===== src/hw/rtl/imp_pkg.sv =====
// shared types, constants and helpers for the isotropic metric point evaluator
// no dependencies
package imp_pkg;

    localparam int RootSteps    = 32;
    localparam int URadDivSteps = 24;
    localparam int LapseDivSteps = 31;

    localparam logic [31:0] RadiusMinRaw = 32'd6554;
    localparam logic [24:0] OneQ16       = 25'd65536;
    localparam logic [20:0] MassReset    = 21'd65536;

    // register byte addresses
    localparam logic [2:0] AddrMass        = 3'd0;
    localparam logic [2:0] AddrLapseOffset = 3'd4;

    // sideband that travels along with each item
    typedef struct packed {
        logic        valid;
        logic        clamped;
        logic [47:0] metric;
    } side_t;

    // one digit of the integer square root
    typedef struct packed {
        logic [63:0] rad;
        logic [33:0] rem;
        logic [31:0] root;
    } root_t;

    // one quotient bit of restoring division
    typedef struct packed {
        logic [31:0] num;
        logic [33:0] rem;
        logic [31:0] quo;
        logic [33:0] divisor;
    } div_t;

    function automatic logic [31:0] mag32(input logic [31:0] v);
        mag32 = v[31] ? (~v + 32'd1) : v;
    endfunction

endpackage


===== src/hw/rtl/imp_div_cell.sv =====
// one cell of a restoring divider chain: one quotient bit per cycle while en is high
// depends on imp_pkg
module imp_div_cell
    import imp_pkg::*;
(
    input  logic  aclk,
    input  logic  aresetn,
    input  logic  en,
    input  side_t side_in,
    input  div_t  data_in,
    output side_t side_out,
    output div_t  data_out
);

    side_t side_reg;
    div_t  data_reg;
    div_t  data_next;
    logic [34:0] rem_sh;

    always_comb begin
        rem_sh = {data_in.rem, data_in.num[31]};
        data_next.num     = {data_in.num[30:0], 1'b0};
        data_next.divisor = data_in.divisor;
        if (rem_sh >= {1'b0, data_in.divisor}) begin
            data_next.rem = 34'(rem_sh - {1'b0, data_in.divisor});
            data_next.quo = {data_in.quo[30:0], 1'b1};
        end else begin
            data_next.rem = rem_sh[33:0];
            data_next.quo = {data_in.quo[30:0], 1'b0};
        end
    end

    always_ff @(posedge aclk) begin
        if (!aresetn) begin
            side_reg.valid <= 1'b0;
        end else if (en) begin
            side_reg <= side_in;
        end
    end

    always_ff @(posedge aclk) begin
        if (en) begin
            data_reg <= data_next;
        end
    end

    assign side_out = side_reg;
    assign data_out = data_reg;

endmodule

===== config.mk =====
export PLATFORM = sky130hd
export DESIGN_NAME = imp_div_cell
export DESIGN_NICKNAME = d
export VERILOG_FILES = /design/src/hw/rtl/imp_pkg.sv /design/src/hw/rtl/imp_div_cell.sv
export SDC_FILE = /design/constraint.sdc
export NUM_CORES = 1
export LEC_CHECK = 0
export BUFFER_PORTS_ARGS = -buffer_cell sky130_fd_sc_hd__buf_2
export CORE_ASPECT_RATIO = 1.75
export CORE_MARGIN = 10
export CORE_UTILIZATION = 38
export CTS_CLUSTER_SIZE = 12
export DETAILED_ROUTE_END_ITERATION = 8
export GPL_TIMING_DRIVEN = 0
export PLACE_DENSITY = 0.67
export SLEW_MARGIN = 20
export SYNTH_ARGS = -nofsm -noshare
export SYNTH_HDL_FRONTEND = slang
export SYNTH_SLANG_ARGS = --single-unit

===== constraint.sdc =====
create_clock -name aclk -period 3.7 [get_ports aclk]
set_input_delay 0.555 -clock aclk [delete_from_list [all_inputs] [get_ports aclk]]
set_output_delay 0.555 -clock aclk [all_outputs]
set_load 0.05 [all_outputs]

======== Word level (Yosys, flattened, before mapping) ========
Index checks and enable logic that the tools add are counted.
storage, ports and cells
  word-level logic and storage cells ...... 11
  flip-flop bits (word level) ............. 181
  output and inout port bits .............. 182
  bits of input ports ..................... 185
operators by class
  mux-type cells .......................... 1
  reduce and logical (&&, ||, !) cells .... 1
  order comparisons ....................... 1
  add/subtract/negate cells ............... 1
operators by type and width
  cell                                          number
  2-to-1 mux 66 bit                             1
  greater-or-equal comparator 35 x 34 -> 1 bit  1
  subtractor 34 bit                             1
  AND reduction 2 bit                           1

======== Logic depth before layout (Yosys ltp) ========
  depth in word-level cells ............... 2
  mapped depth ............................ 13
  depth with buffers taken out ............ 12

======== Least setup slack after synthesis ========
Ideal clock, no wire load.
  path type ............................... input to register
  start ................................... in data_in[131] (netlist name)
  end ..................................... reg data_reg, in the netlist data_out[98], data pin
  path slack .............................. 0.723 ns
  data required time ...................... 3.439 ns
  cell stages on the path ................. 12
  buffers on the path ..................... 0
  data arrival time ....................... 2.716 ns
  cell sequence ........................... inv_1 ha_1 inv_1 fa_1 a21o_1 a221oi_2 o21ai_1 a21oi_1 o21ai_0 a211oi_1 nor4b_2 a311o_1
RTL lines
  item                  line                source
  from (decl)           imp_div_cell.sv:10  input div_t data_in,
  to (signal assigned)  imp_div_cell.sv:43  data_reg <= data_next;
  to (decl)             imp_div_cell.sv:16  div_t data_reg;

==> qor.csv <==
stage;metric;value;unit
floorplan;Die Y;210;µm
sta;setup TNS;0;ps
synthesis;syn nets;784;
power;PD cells;543;nW/µm²
detailed_routing;wire length per cell;21.9;µm
sta;number of hold violations in the final report;0;
detailed_routing;DR vias/cell;4.95;
detailed_routing;remaining antenna violation count;0;
sta;Setup-failing EPs final;0;
power;Pleak;4.68;nW
synthesis;top-count cell post-synth;edfxtp_1;
cells_and_area;P&R area growth vs syn;35.5;%
global_routing;vias in the first global route;6268;
status;status;finished, final reports clean;
synthesis;Ys Warns;0;
clocking;clk buf depth;2;
global_routing;initial antenna violation count;6;
clocking;CTS tree;done;
synthesis;top_reg_cell synth;edfxtp_1;
global_routing;busiest layer in global routing;met2;
floorplan;Starting Density;38.6;%
global_routing;first-pass GRT wire length;37.9;mm
worst_setup_path;Critical Path End Type;flip-flop;
synthesis;Yosys top cell by area;edfxtp_1;
synthesis;netlist area before placement;7840;µm²
global_routing;overall routing resource usage;18.9;%
sta;clock skew;0;ps
global_routing;met2 Usage GRT;34.6;%
cells_and_area;area of the multi-input gates;2160;µm²
worst_setup_path;Required @ worst endpoint;3830;ps
floorplan;full die area;27000;µm²
detailed_routing;via count of the routed design;6009;
detailed_routing;DRT Pass-1 Iters;4;
clocking;postcts setup bufs;0;
placement;Placed Area;10000;µm²
synthesis;synthesized area per cell;13.9;µm²
worst_setup_path;Critical Path Fanout Max;10;
run;max_cap viols;0;
synthesis;asr flop ratio synth;0;%
cells_and_area;nets;1169;
worst_setup_path;arrival time at the worst endpoint;3290;ps
detailed_routing;Routed WL;26.6;mm
floorplan;Core ar.;20300;µm²
global_routing;grt met1 use;17.4;%
detailed_routing;DRC Markers;0;
sta;fin crit share;85.6;%
clocking;PostCTS Resize Cnt;0;
clocking;CTS Buf Count;17;
floorplan;I/O pin cnt;367;
sta;Worst-Margin Slew;591;ps
worst_setup_path;startpoint types;input port;
clocking;cts hold-fix bufs;0;
worst_setup_path;Setup CP Type;input port to flip-flop;
sta;Max-slew headroom;60.2;%
clocking;Reg clk slew, reported paths;70;ps
sta;Hold Worst Slack;298;ps
worst_setup_path;r2r setup slk;3110;ps
floorplan;# rows;69;
synthesis;Synth top cells by count;edfxtp_1 (180), nand2_1 (56), o21ai_0 (48);
detailed_routing;DRT iter0 DRCs;330;
cells_and_area;fin area;10600;µm²
synthesis;Area contributors post-synth;edfxtp_1 (69%), ha_1 (5.4%), o21ai_0 (3.1%);
cells_and_area;non-filler cells, final;1213;
synthesis;sequential area share after synthesis;69.2;%
placement;Cells after DPL;1178;
sta;RSZ-0062 raised after global routing;false;
sta;min Tclk post-route;3170;ps
cells_and_area;fillers;1769;
synthesis;Cells after Synth;564;
sta;FMAX;316;MHz
global_routing;total grt overflow;0;
cells_and_area;Sequential Area;5430;µm²
placement;number of port buffers;364;
placement;DP Wirelength;22.0;mm
clocking;clk_lat worst skew;420;ps
power;VDD IR max;494;µV
synthesis;number of synthesized flops with an enable pin;180;
sta;Slew Viols, Final;0;
synthesis;Netlist cell types;56;
global_routing;met3 usage;9.35;%
cells_and_area;Final Util;52.4;%
synthesis;top cell type's share of synthesized area;69.0;%
floorplan;Die Wd;129;µm
clocking;clk root buf;clkbuf_16;
synthesis;Synth Register Bits;181;
global_routing;largest net degree at the start of global routing;69;
clocking;# H-tree levels;4;
min_path;Worst Hold Class;input port to flip-flop;
clocking;clock sink total;181;
placement;gpl congestion;0.820;
cells_and_area;layout cell share with drive strength beyond 1;43.2;%
metal layers:
metal  wire [µm]  share of wire (%)
met5          31               0.12
met1        8270                 31
met4         646                2.4
met2       14200                 53
met3        3430                 13
per-stage QoR:
stage / setup slack (ps) / power [mW]
2_1_floorplan: 723 / 3.58
3_3_place_gp: -1370 / 4.02
3_5_place_dp: 82.6 / 4.03
4_1_cts: 522 / 5.84
5_1_grt: 378 / 6.00
6_report: 534 / 5.77
registers in the layout (all words and copies together), names as in the netlist:
name	flops
data_out	131
side_out	50
placed cells by master, fill, tap and decap left out, types with 3 or more instances in the layout:
master      synthesis  layout
a21o_1             16      16
a21oi_1            32      32
a31oi_1             4       4
and2_1              5       4
and3_1              7       7
buf_2               5     368
buf_4               4       4
bufinv_16           0       3
clkbuf_1            5       5
clkbuf_16           0      17
clkinvlp_4          0       3
diode_2             0       6
edfxtp_1          180     180
ha_1               34      34
inv_1              42      42
nand2_1            56      56
nand2b_1            5       5
nand3_1             4       4
nand4_1             8       8
nor2_1             18      18
nor2b_1             4       4
nor3_1              4       4
nor4_1              4       4
o21a_1              4       4
o21ai_0            48      48
o21bai_1            7       7
xnor2_1            12      12
xor2_1             18      18
final timing paths:
kind,cells past startpoint,to,from
hold / removal,1,data_out[106],data_in[105]
setup reg to reg,2,side_out[49],side_out[49]
hold reg to reg,2,side_out[49],side_out[49]
setup / recovery,11,data_out[84],data_in[4]
critical path: stages:
cell and delay [ps]:
buf_2 80, inv_1 40, ha_1 360, a21o_1 220, or3_1 340, o21ai_2 180
o21ai_0 240, a32oi_1 370, and2_4 220, clkbuf_1 400, o21ai_0 260
where the power goes:
| group | total, mW | switching (mW) | internal (mW) |
|---|---|---|---|
| registers | 2.52 | 0.0399 | 2.48 |
| clock network | 1.79 | 0.740 | 1.05 |
| logic | 1.46 | 1.10 | 0.369 |
| total | 5.77 | 1.87 | 3.90 |
logic make-up after synthesis:
kind of cell               Yosys count  synth area share, %
AOI/OAI and AO/OA                  137                 11.1
xor gates and xnor gates            30                 3.35
adders and majority gates           35                 5.68
buffers and inverters               59                 3.19
DFF                                181                 69.2
muxes                                2                0.271
other                                1               0.0478
and+or+nand+nor                    119                 7.17
cell type report:
type | count | area share [%]
antenna | 6 | 0.141
inverter | 43 | 1.52
tap | 248 | 2.92
multi-input combinational | 324 | 20.4
timing repair buffer | 366 | 17.7
sequential | 181 | 51.1
buffer | 16 | 0.836
clock buffer | 17 | 4.00
clock inverter | 12 | 1.45
No activity file was read; power rests on OpenSTA's default activity.
