## config.mk

```make
export PLATFORM = sky130hd
export DESIGN_NAME = imp_root_cell
export DESIGN_NICKNAME = d
export VERILOG_FILES = /design/src/hw/rtl/imp_pkg.sv /design/src/hw/rtl/imp_root_cell.sv
export SDC_FILE = /design/constraint.sdc
export NUM_CORES = 1
export LEC_CHECK = 0
export BUFFER_PORTS_ARGS = -buffer_cell sky130_fd_sc_hd__buf_2
export CAP_MARGIN = 10
export CORE_MARGIN = 3
export CORE_UTILIZATION = 42
export DETAILED_ROUTE_END_ITERATION = 7
export PLACE_DENSITY_LB_ADDON = 0.05
export SLEW_MARGIN = 20
export SYNTH_ARGS = -nofsm -noshare
export SYNTH_HDL_FRONTEND = slang
export SYNTH_SLANG_ARGS = --single-unit
```

## constraint.sdc

```tcl
create_clock -name aclk -period 2.6 [get_ports aclk]
set_input_delay 0.39 -clock aclk [delete_from_list [all_inputs] [get_ports aclk]]
set_output_delay 0.39 -clock aclk [all_outputs]
set_load 0.01 [all_outputs]
```

## src/hw/rtl/imp_pkg.sv

```systemverilog
// shared types, constants and helpers for the isotropic metric point evaluator
// no dependencies
package imp_pkg;

    localparam int RootSteps    = 32;
    localparam int URadDivSteps = 24;
    localparam int LapseDivSteps = 31;

    localparam logic [31:0] RadiusMinRaw = 32'd6554;
    localparam logic [24:0] OneQ16       = 25'd65536;
    localparam logic [20:0] MassReset    = 21'd65536;

    // register byte addresses
    localparam logic [2:0] AddrMass        = 3'd0;
    localparam logic [2:0] AddrLapseOffset = 3'd4;

    // sideband that travels along with each item
    typedef struct packed {
        logic        valid;
        logic        clamped;
        logic [47:0] metric;
    } side_t;

    // one digit of the integer square root
    typedef struct packed {
        logic [63:0] rad;
        logic [33:0] rem;
        logic [31:0] root;
    } root_t;

    // one quotient bit of restoring division
    typedef struct packed {
        logic [31:0] num;
        logic [33:0] rem;
        logic [31:0] quo;
        logic [33:0] divisor;
    } div_t;

    function automatic logic [31:0] mag32(input logic [31:0] v);
        mag32 = v[31] ? (~v + 32'd1) : v;
    endfunction

endpackage

```

## src/hw/rtl/imp_root_cell.sv

```systemverilog
// one cell of the square root chain: retires one result bit per cycle while en is high
// depends on imp_pkg
module imp_root_cell
    import imp_pkg::*;
(
    input  logic  aclk,
    input  logic  aresetn,
    input  logic  en,
    input  side_t side_in,
    input  root_t data_in,
    output side_t side_out,
    output root_t data_out
);

    side_t side_reg;
    root_t data_reg;
    root_t data_next;
    logic [35:0] rem_sh;
    logic [35:0] trial;

    always_comb begin
        rem_sh = {data_in.rem, data_in.rad[63:62]};
        trial  = {2'b00, data_in.root, 2'b01};
        data_next.rad = {data_in.rad[61:0], 2'b00};
        if (rem_sh >= trial) begin
            data_next.rem  = 34'(rem_sh - trial);
            data_next.root = {data_in.root[30:0], 1'b1};
        end else begin
            data_next.rem  = rem_sh[33:0];
            data_next.root = {data_in.root[30:0], 1'b0};
        end
    end

    always_ff @(posedge aclk) begin
        if (!aresetn) begin
            side_reg.valid <= 1'b0;
        end else if (en) begin
            side_reg <= side_in;
        end
    end

    always_ff @(posedge aclk) begin
        if (en) begin
            data_reg <= data_next;
        end
    end

    assign side_out = side_reg;
    assign data_out = data_reg;

endmodule

```

-- After elaboration in Yosys (flattened, before gate mapping)
Index checks and enable logic that the tools add are counted.
- bits in registers: 178
- output and inout port bits: 180
- logic and storage cells: 10
- add/sub/neg operators: 1
- magnitude comparators: 1
- muxes and demuxes: 1
- reductions and logical operators: 1
- operators by type and width (operator ; count):
    two-way mux 66 bit ; 1
    greater-or-equal comparator 36 x 34 -> 1 bit ; 1
    subtractor 34 bit ; 1
    AND reduction 2 bit ; 1

-- Depth between registers and ports, before layout
Gate-level depths: netlist (run 1).
- depth in word-level cells: 2
- mapped depth: 13
- mapped depth without buffers: 10

-- Worst setup path before layout (run 1)
Ideal clock, no wire load.
- kind: input to register
- from: input port data_in[27] (netlist bit)
- to: register data_reg (netlist bit data_out[35]), data pin
- arrival time: 2.510 ns
- data required time: 2.338 ns
- setup slack: -0.172 ns
- stages on the path: 10
- path through: inv_1 ha_1 a21o_1 a21o_1 a21o_1 a311o_1 a211oi_1 o21a_1 buf_4 mux2_1
- RTL lines (what ; RTL line ; RTL):
    start, declared ; imp_root_cell.sv:10 ; input root_t data_in,
    end signal, assigned ; imp_root_cell.sv:44 ; data_reg <= data_next;
    end, declared ; imp_root_cell.sv:16 ; root_t data_reg;

==> impl_metrics.toml, run 1 <==
[timing]
rsz0062_at_grt = "false"
hold_slack_ns = 0.132
fmax_mhz = 406
skew_ns = 0
period_minus_slack_ns = 2.46
hold_viol = 0
slew_viol_final = 0
finalCritPeriodShare_pct = 94.7
setup_viol = 0

[detailed_routing]
ant_nets = 0
drt-initial-drc-count = 376
drc = 0
routed_via_density = 4.96
wire_per_inst_um = 18.7
routed-via-count = 6184
drt_pass1_iterations = 5
routed_wl_um = 23300

[synth]
ys_async_sr_fraction_pct = 0
synth_top_area_share_pct = 68.7
synth_top_cell_by_area = "edfxtp_1"
dominantRegCellSynth = "edfxtp_1"
yosysMostFrequentCell = "edfxtp_1"
synthTopCellsByCount = "edfxtp_1, nand2_1, inv_1"
synth_area_leaders = "edfxtp_1, ha_1, nand2_1, a21o_1, o21ai_1"
ys_types = 58
syn_avg_cell_area_um2 = 14.1
ys.warnings.count = 0
syn-instance-count = 547
synth_seq_cells = 178
synth-edff-count = 177
syn-cell-area_mm2 = 0.00773
ys_seq_area_share_pct = 69.0

[placement]
gp_congestion = 0.895
hpwl_um = 18900
dp.cells = 1205
portBuffers = 360

[grt]
grt_pass1_vias = 6445
overflow = 0
grt.total_usage_pct = 22.7
grt_pass1_wl_um = 34800
antenna_found_initial = 8
grt_max_degree = 63

[clock_network]
cts_tree = "built"
h-tree-depth = 4
clk_latency_ns = 0.42
ctsHoldBuffers = 0
clk_pin_slew_ns = 0.08
cts_buffers = 17
cts_root_buf = "clkbuf_16"
cts_buffer_depth = 2
numClockSinks = 178

[worst_hold_path]
hold_class = "primary input to register"
hold_start = "data_in[100]"

[critical_path]
worstSetupPathType = "primary input to register"
worst_ep_required_time_ns = 2.78
r2r-start = "side_out[49]"
crit_buf_inv = 1
crit_chain = "buf_2 -> ha_4 -> a21o_1 -> or3_1 -> o21a_2 -> a311oi_4 -> o21ai_2 -> a311oi_4 -> mux2i_1 -> a31o_1"
cpPeakStageDelay_ns = 0.35
endpoint_kind = "register"
critPathLaunchType = "primary input"
arrival_ns = 2.65
crit_family = "compound AO/OA/AOI/OAI gates"
cp_max_fo = 3
crit_start = "data_in[35]"
critPathMostFrequentCell = "a311oi_4"
reg2reg_slack_ns = 2.01
slowest_stage = "a311oi_4"

[layout]
layout-drive-gt1-share_pct = 50.4
final_cells = 1247
nets = 1220
synthToLayoutAreaGrowth_pct = 45.6

[power]
total_power_mw = 7.60
p_per_area_mw_per_mm2 = 674
irDropWorstVdd_v = 0.000446
cellLeakagePower_nw = 5.08

[floorplanning]
io_pins = 363
die_w_um = 142
fp.dieH_um = 142
coreArea_mm2 = 0.0177
rows = 48
initial_core_util_pct = 43.8
dieArea_mm2 = 0.0201

[outcome]
status = "finished, final reports clean"

[run]
cap_violations = 0
[state kept, by name, indices dropped and copies added, names as in the netlist]
| name | cells |
|---|---|
| side_out | 50 |
| data_out | 128 |
[logic make-up (layout without fill, tap and decap cells)]
family	after synthesis	after routing	synth area share [%]
buffers and inverters	56	523	2.96
adder cells (fa/ha/maj)	34	34	5.50
AO/OA/AOI/OAI	129	130	11.2
other	1	8	0.0485
AND/OR/NAND/NOR	114	114	7.22
flip-flops	178	178	69.0
multiplexers	7	7	0.955
XOR/XNOR	28	28	3.17
[area by class of cell]
| class | count | area, µm² |
|---|---|---|
| well taps | 225 | 282 |
| inverters | 42 | 158 |
| clock buffers | 17 | 425 |
| multi-input cells | 315 | 2350 |
| diodes | 6 | 15.0 |
| flip-flops and latches | 178 | 5340 |
| repair buffers | 449 | 2500 |
| clock inverters | 15 | 191 |
| fillers | 1470 | 6390 |
[stage by stage]
step | util (%) | TNS [ns] | setup WS, ns | instance area (µm²)
floorplan | - | -0.00935 | -0.00935 | 7910
global placement | 60.0 | -6.19 | -0.284 | 10600
detailed placement | 60.0 | -10.12 | -0.339 | 10600
CTS | 63.5 | 0 | 0.113 | 11200
global route | 63.7 | 0 | 0.0275 | 11300
finish | 63.8 | 0 | 0.137 | 11300
[worst reg2reg max path: stages (launching register included)]
cell     delay, ns
dfxtp_1       0.31
mux2i_1       0.12
nor2b_1       0.06
[where the power goes]
group,internal [mW],switching [mW],leakage (nW)
Combinational,0.676,0.780,3.06
Sequential,3.47,0.0671,1.72
Clock,1.39,1.22,0.300
Total,5.53,2.07,5.08
[routing by layer]
metal | vias to the layer above | wire length, µm | track usage [%]
li1 | 2970 | - | -
met1 | 2892 | 8780 | 27.5
met2 | 280 | 11500 | 38.1
met3 | 38 | 2440 | 7.65
met4 | 4 | 520 | 7.58
met5 | - | 21 | 0
[layout by cell type (no fill, tap or decap), types with 11 or more instances in the layout]
| cell | netlist | routed |
|---|---|---|
| a21o_1 | 21 | 21 |
| a21oi_1 | 26 | 26 |
| buf_2 | 6 | 359 |
| buf_4 | 3 | 87 |
| clkbuf_16 | 0 | 17 |
| edfxtp_1 | 177 | 177 |
| ha_1 | 34 | 21 |
| ha_4 | 0 | 11 |
| inv_1 | 41 | 39 |
| nand2_1 | 48 | 48 |
| nor2_1 | 14 | 14 |
| o21ai_0 | 12 | 12 |
| o21ai_1 | 31 | 31 |
| xnor2_1 | 12 | 12 |
| xor2_1 | 16 | 16 |
[path summary, 6_finish.rpt]
| check | endpoint | cells past startpoint |
|---|---|---|
| max | data_out[58] | 10 |
| min | data_out[102] | 1 |
| max reg2reg | side_out[49] | 2 |
| min reg2reg | side_out[49] | 2 |
[what timing repair did]
item	in CTS	in global routing
setup endpoints to repair	0	31
setup buffers	0	3
resized for setup	0	2
(Power assumes the default switching activity.)
==> run 2, diff against run 1 <==
--- a/config.mk
+++ b/config.mk
@@ -10,7 +10,7 @@
 export CORE_MARGIN = 3
 export CORE_UTILIZATION = 42
 export DETAILED_ROUTE_END_ITERATION = 7
-export PLACE_DENSITY_LB_ADDON = 0.05
+export PLACE_DENSITY_LB_ADDON = 0.2
 export SLEW_MARGIN = 20
 export SYNTH_ARGS = -nofsm -noshare
 export SYNTH_HDL_FRONTEND = slang
==> impl_metrics.toml, run 2 (synthesis results as in run 1) <==
[outcome]
status = "finished, final reports clean"

[detailed_routing]
routed-via-count = 6187
wire_per_inst_um = 19.1
routed_via_density = 5.01
drc = 0
routed_wl_um = 23700
drt-initial-drc-count = 319
drt_pass1_iterations = 5
ant_nets = 0

[floorplanning]
dieArea_mm2 = 0.0201
rows = 48
die_w_um = 142
initial_core_util_pct = 43.8
io_pins = 363
fp.dieH_um = 142
coreArea_mm2 = 0.0177

[clock_network]
clk_latency_ns = 0.42
clk_pin_slew_ns = 0.08
h-tree-depth = 4
cts_root_buf = "clkbuf_16"
ctsHoldBuffers = 0
cts_buffer_depth = 2
cts_tree = "built"
cts_buffers = 17
numClockSinks = 178

[layout]
final_cells = 1236
layout-drive-gt1-share_pct = 50.0
final_cell_mix = "buf_2, edfxtp_1, buf_4"
largest_reg_flops = 128
final_common_cell = "buf_2"
stdcell_area_mm2 = 0.0112
synthToLayoutAreaGrowth_pct = 45.3
nets = 1213

[grt]
antenna_found_initial = 5
overflow = 0
grt.total_usage_pct = 23.1
grt_pass1_vias = 6203
grt_pass1_wl_um = 35100
grt_max_degree = 53

[critical_path]
reg2reg_slack_ns = 1.97
rr_endpoint = "side_out[49]"
r2r-start = "side_out[49]"
worstSetupPathType = "primary input to register"
cpPeakStageDelay_ns = 0.39
crit_path_end = "data_out[63]"
worst_ep_required_time_ns = 2.82
crit_start = "data_in[6]"
slowest_stage = "ha_1"
ff2ff_path_depth = 2
crit_chain = "buf_2 -> inv_1 -> ha_1 -> nand2_1 -> nor2_1 -> o41ai_2 -> o211ai_1 -> a211oi_1 -> o21a_2 -> buf_4 -> o41ai_1"
arrival_ns = 2.63
critPathLaunchType = "primary input"
cp_max_fo = 9
endpoint_kind = "register"

[run]
cap_violations = 0

[power]
cellLeakagePower_nw = 5.07
irDropWorstVdd_v = 0.000469
p_per_area_mw_per_mm2 = 693

[worst_hold_path]
hold_class = "primary input to register"
hold_start = "side_in[41]"

[timing]
hold_viol = 0
slew_viol_final = 0
period_minus_slack_ns = 2.40
worst_pin_slew_ns = 0.558
setup_viol = 0
finalCritPeriodShare_pct = 92.3
slew_headroom_pct = 62.8
fmax_mhz = 417
skew_ns = 0
setup_tns_ns = 0

[placement]
gp_congestion = 0.898
hpwl_um = 19100
portBuffers = 360
placed_area_mm2 = 0.0106
dp.cells = 1200
[run 2: per-stage QoR]
| step | power, mW | worst slack, ns | util [%] | hold slack [ns] |
|---|---|---|---|---|
| finish | 7.79 | 0.200 | 63.7 | 0.130 |
| CTS | 7.86 | 0.152 | 63.5 | 0.111 |
| detailed placement | 5.03 | -0.302 | 59.8 | 0.534 |
| floorplan | 4.28 | -0.00935 | - | 0.489 |
| global route | 8.14 | -0.00618 | 63.7 | 0.101 |
| global placement | 5.01 | -0.247 | 59.8 | 0.501 |
[run 2: how the worst min path moves through the flow]
| stage | to | slack, ns | depth (start not counted) |
|---|---|---|---|
| 5_1_grt | side_out[2] | 0.10 | 1 |
| 6_report | side_out[41] | 0.13 | 1 |
| 3_3_place_gp | side_out[49] | 0.50 | 2 |
| 3_5_place_dp | side_out[49] | 0.53 | 2 |
| 4_1_cts | side_out[2] | 0.11 | 1 |
| 2_1_floorplan | data_out[100] | 0.49 | 0 |
[run 2: critical path: cells and delay by family]
| kind | cells | cell delay, ns |
|---|---|---|
| fa+ha+maj | 1 | 0.39 |
| compound gates | 5 | 1.24 |
| simple gates | 2 | 0.29 |
| buf+inv | 3 | 0.32 |
[run 2: what timing repair did]
item | in CTS | in global routing
setup buffers | 0 | 2
endpoints found under the setup margin | 0 | 2
resized for setup | 0 | 1
[run 2: power by group]
part           internal [mW]  switching [mW]  leakage (nW)  total, mW
sequential              3.47          0.0667          1.72       3.53
combinational          0.665           0.772          3.03       1.44
clock                   1.59            1.23         0.318       2.81
[run 2: routing by layer]
metal / GRT usage, % / part of all wire, % / vias to the layer above / routed length [µm]
li1: - / - / 2955 / -
met1: 29.3 / 41 / 2949 / 9670
met2: 38.5 / 49 / 246 / 11600
met3: 7.55 / 8.4 / 31 / 1990
met4: 5.61 / 1.6 / 6 / 379
met5: 0 / 0.17 / - / 40
[run 2: final cells by class]
cell class,count,area (µm²)
inverter,42,158
fill,1389,6420
antenna,2,5.00
multi-input combinational,314,2340
clock inverter,15,234
tap,225,282
timing repair buffer,443,2460
sequential,178,5340
clock buffer,17,425
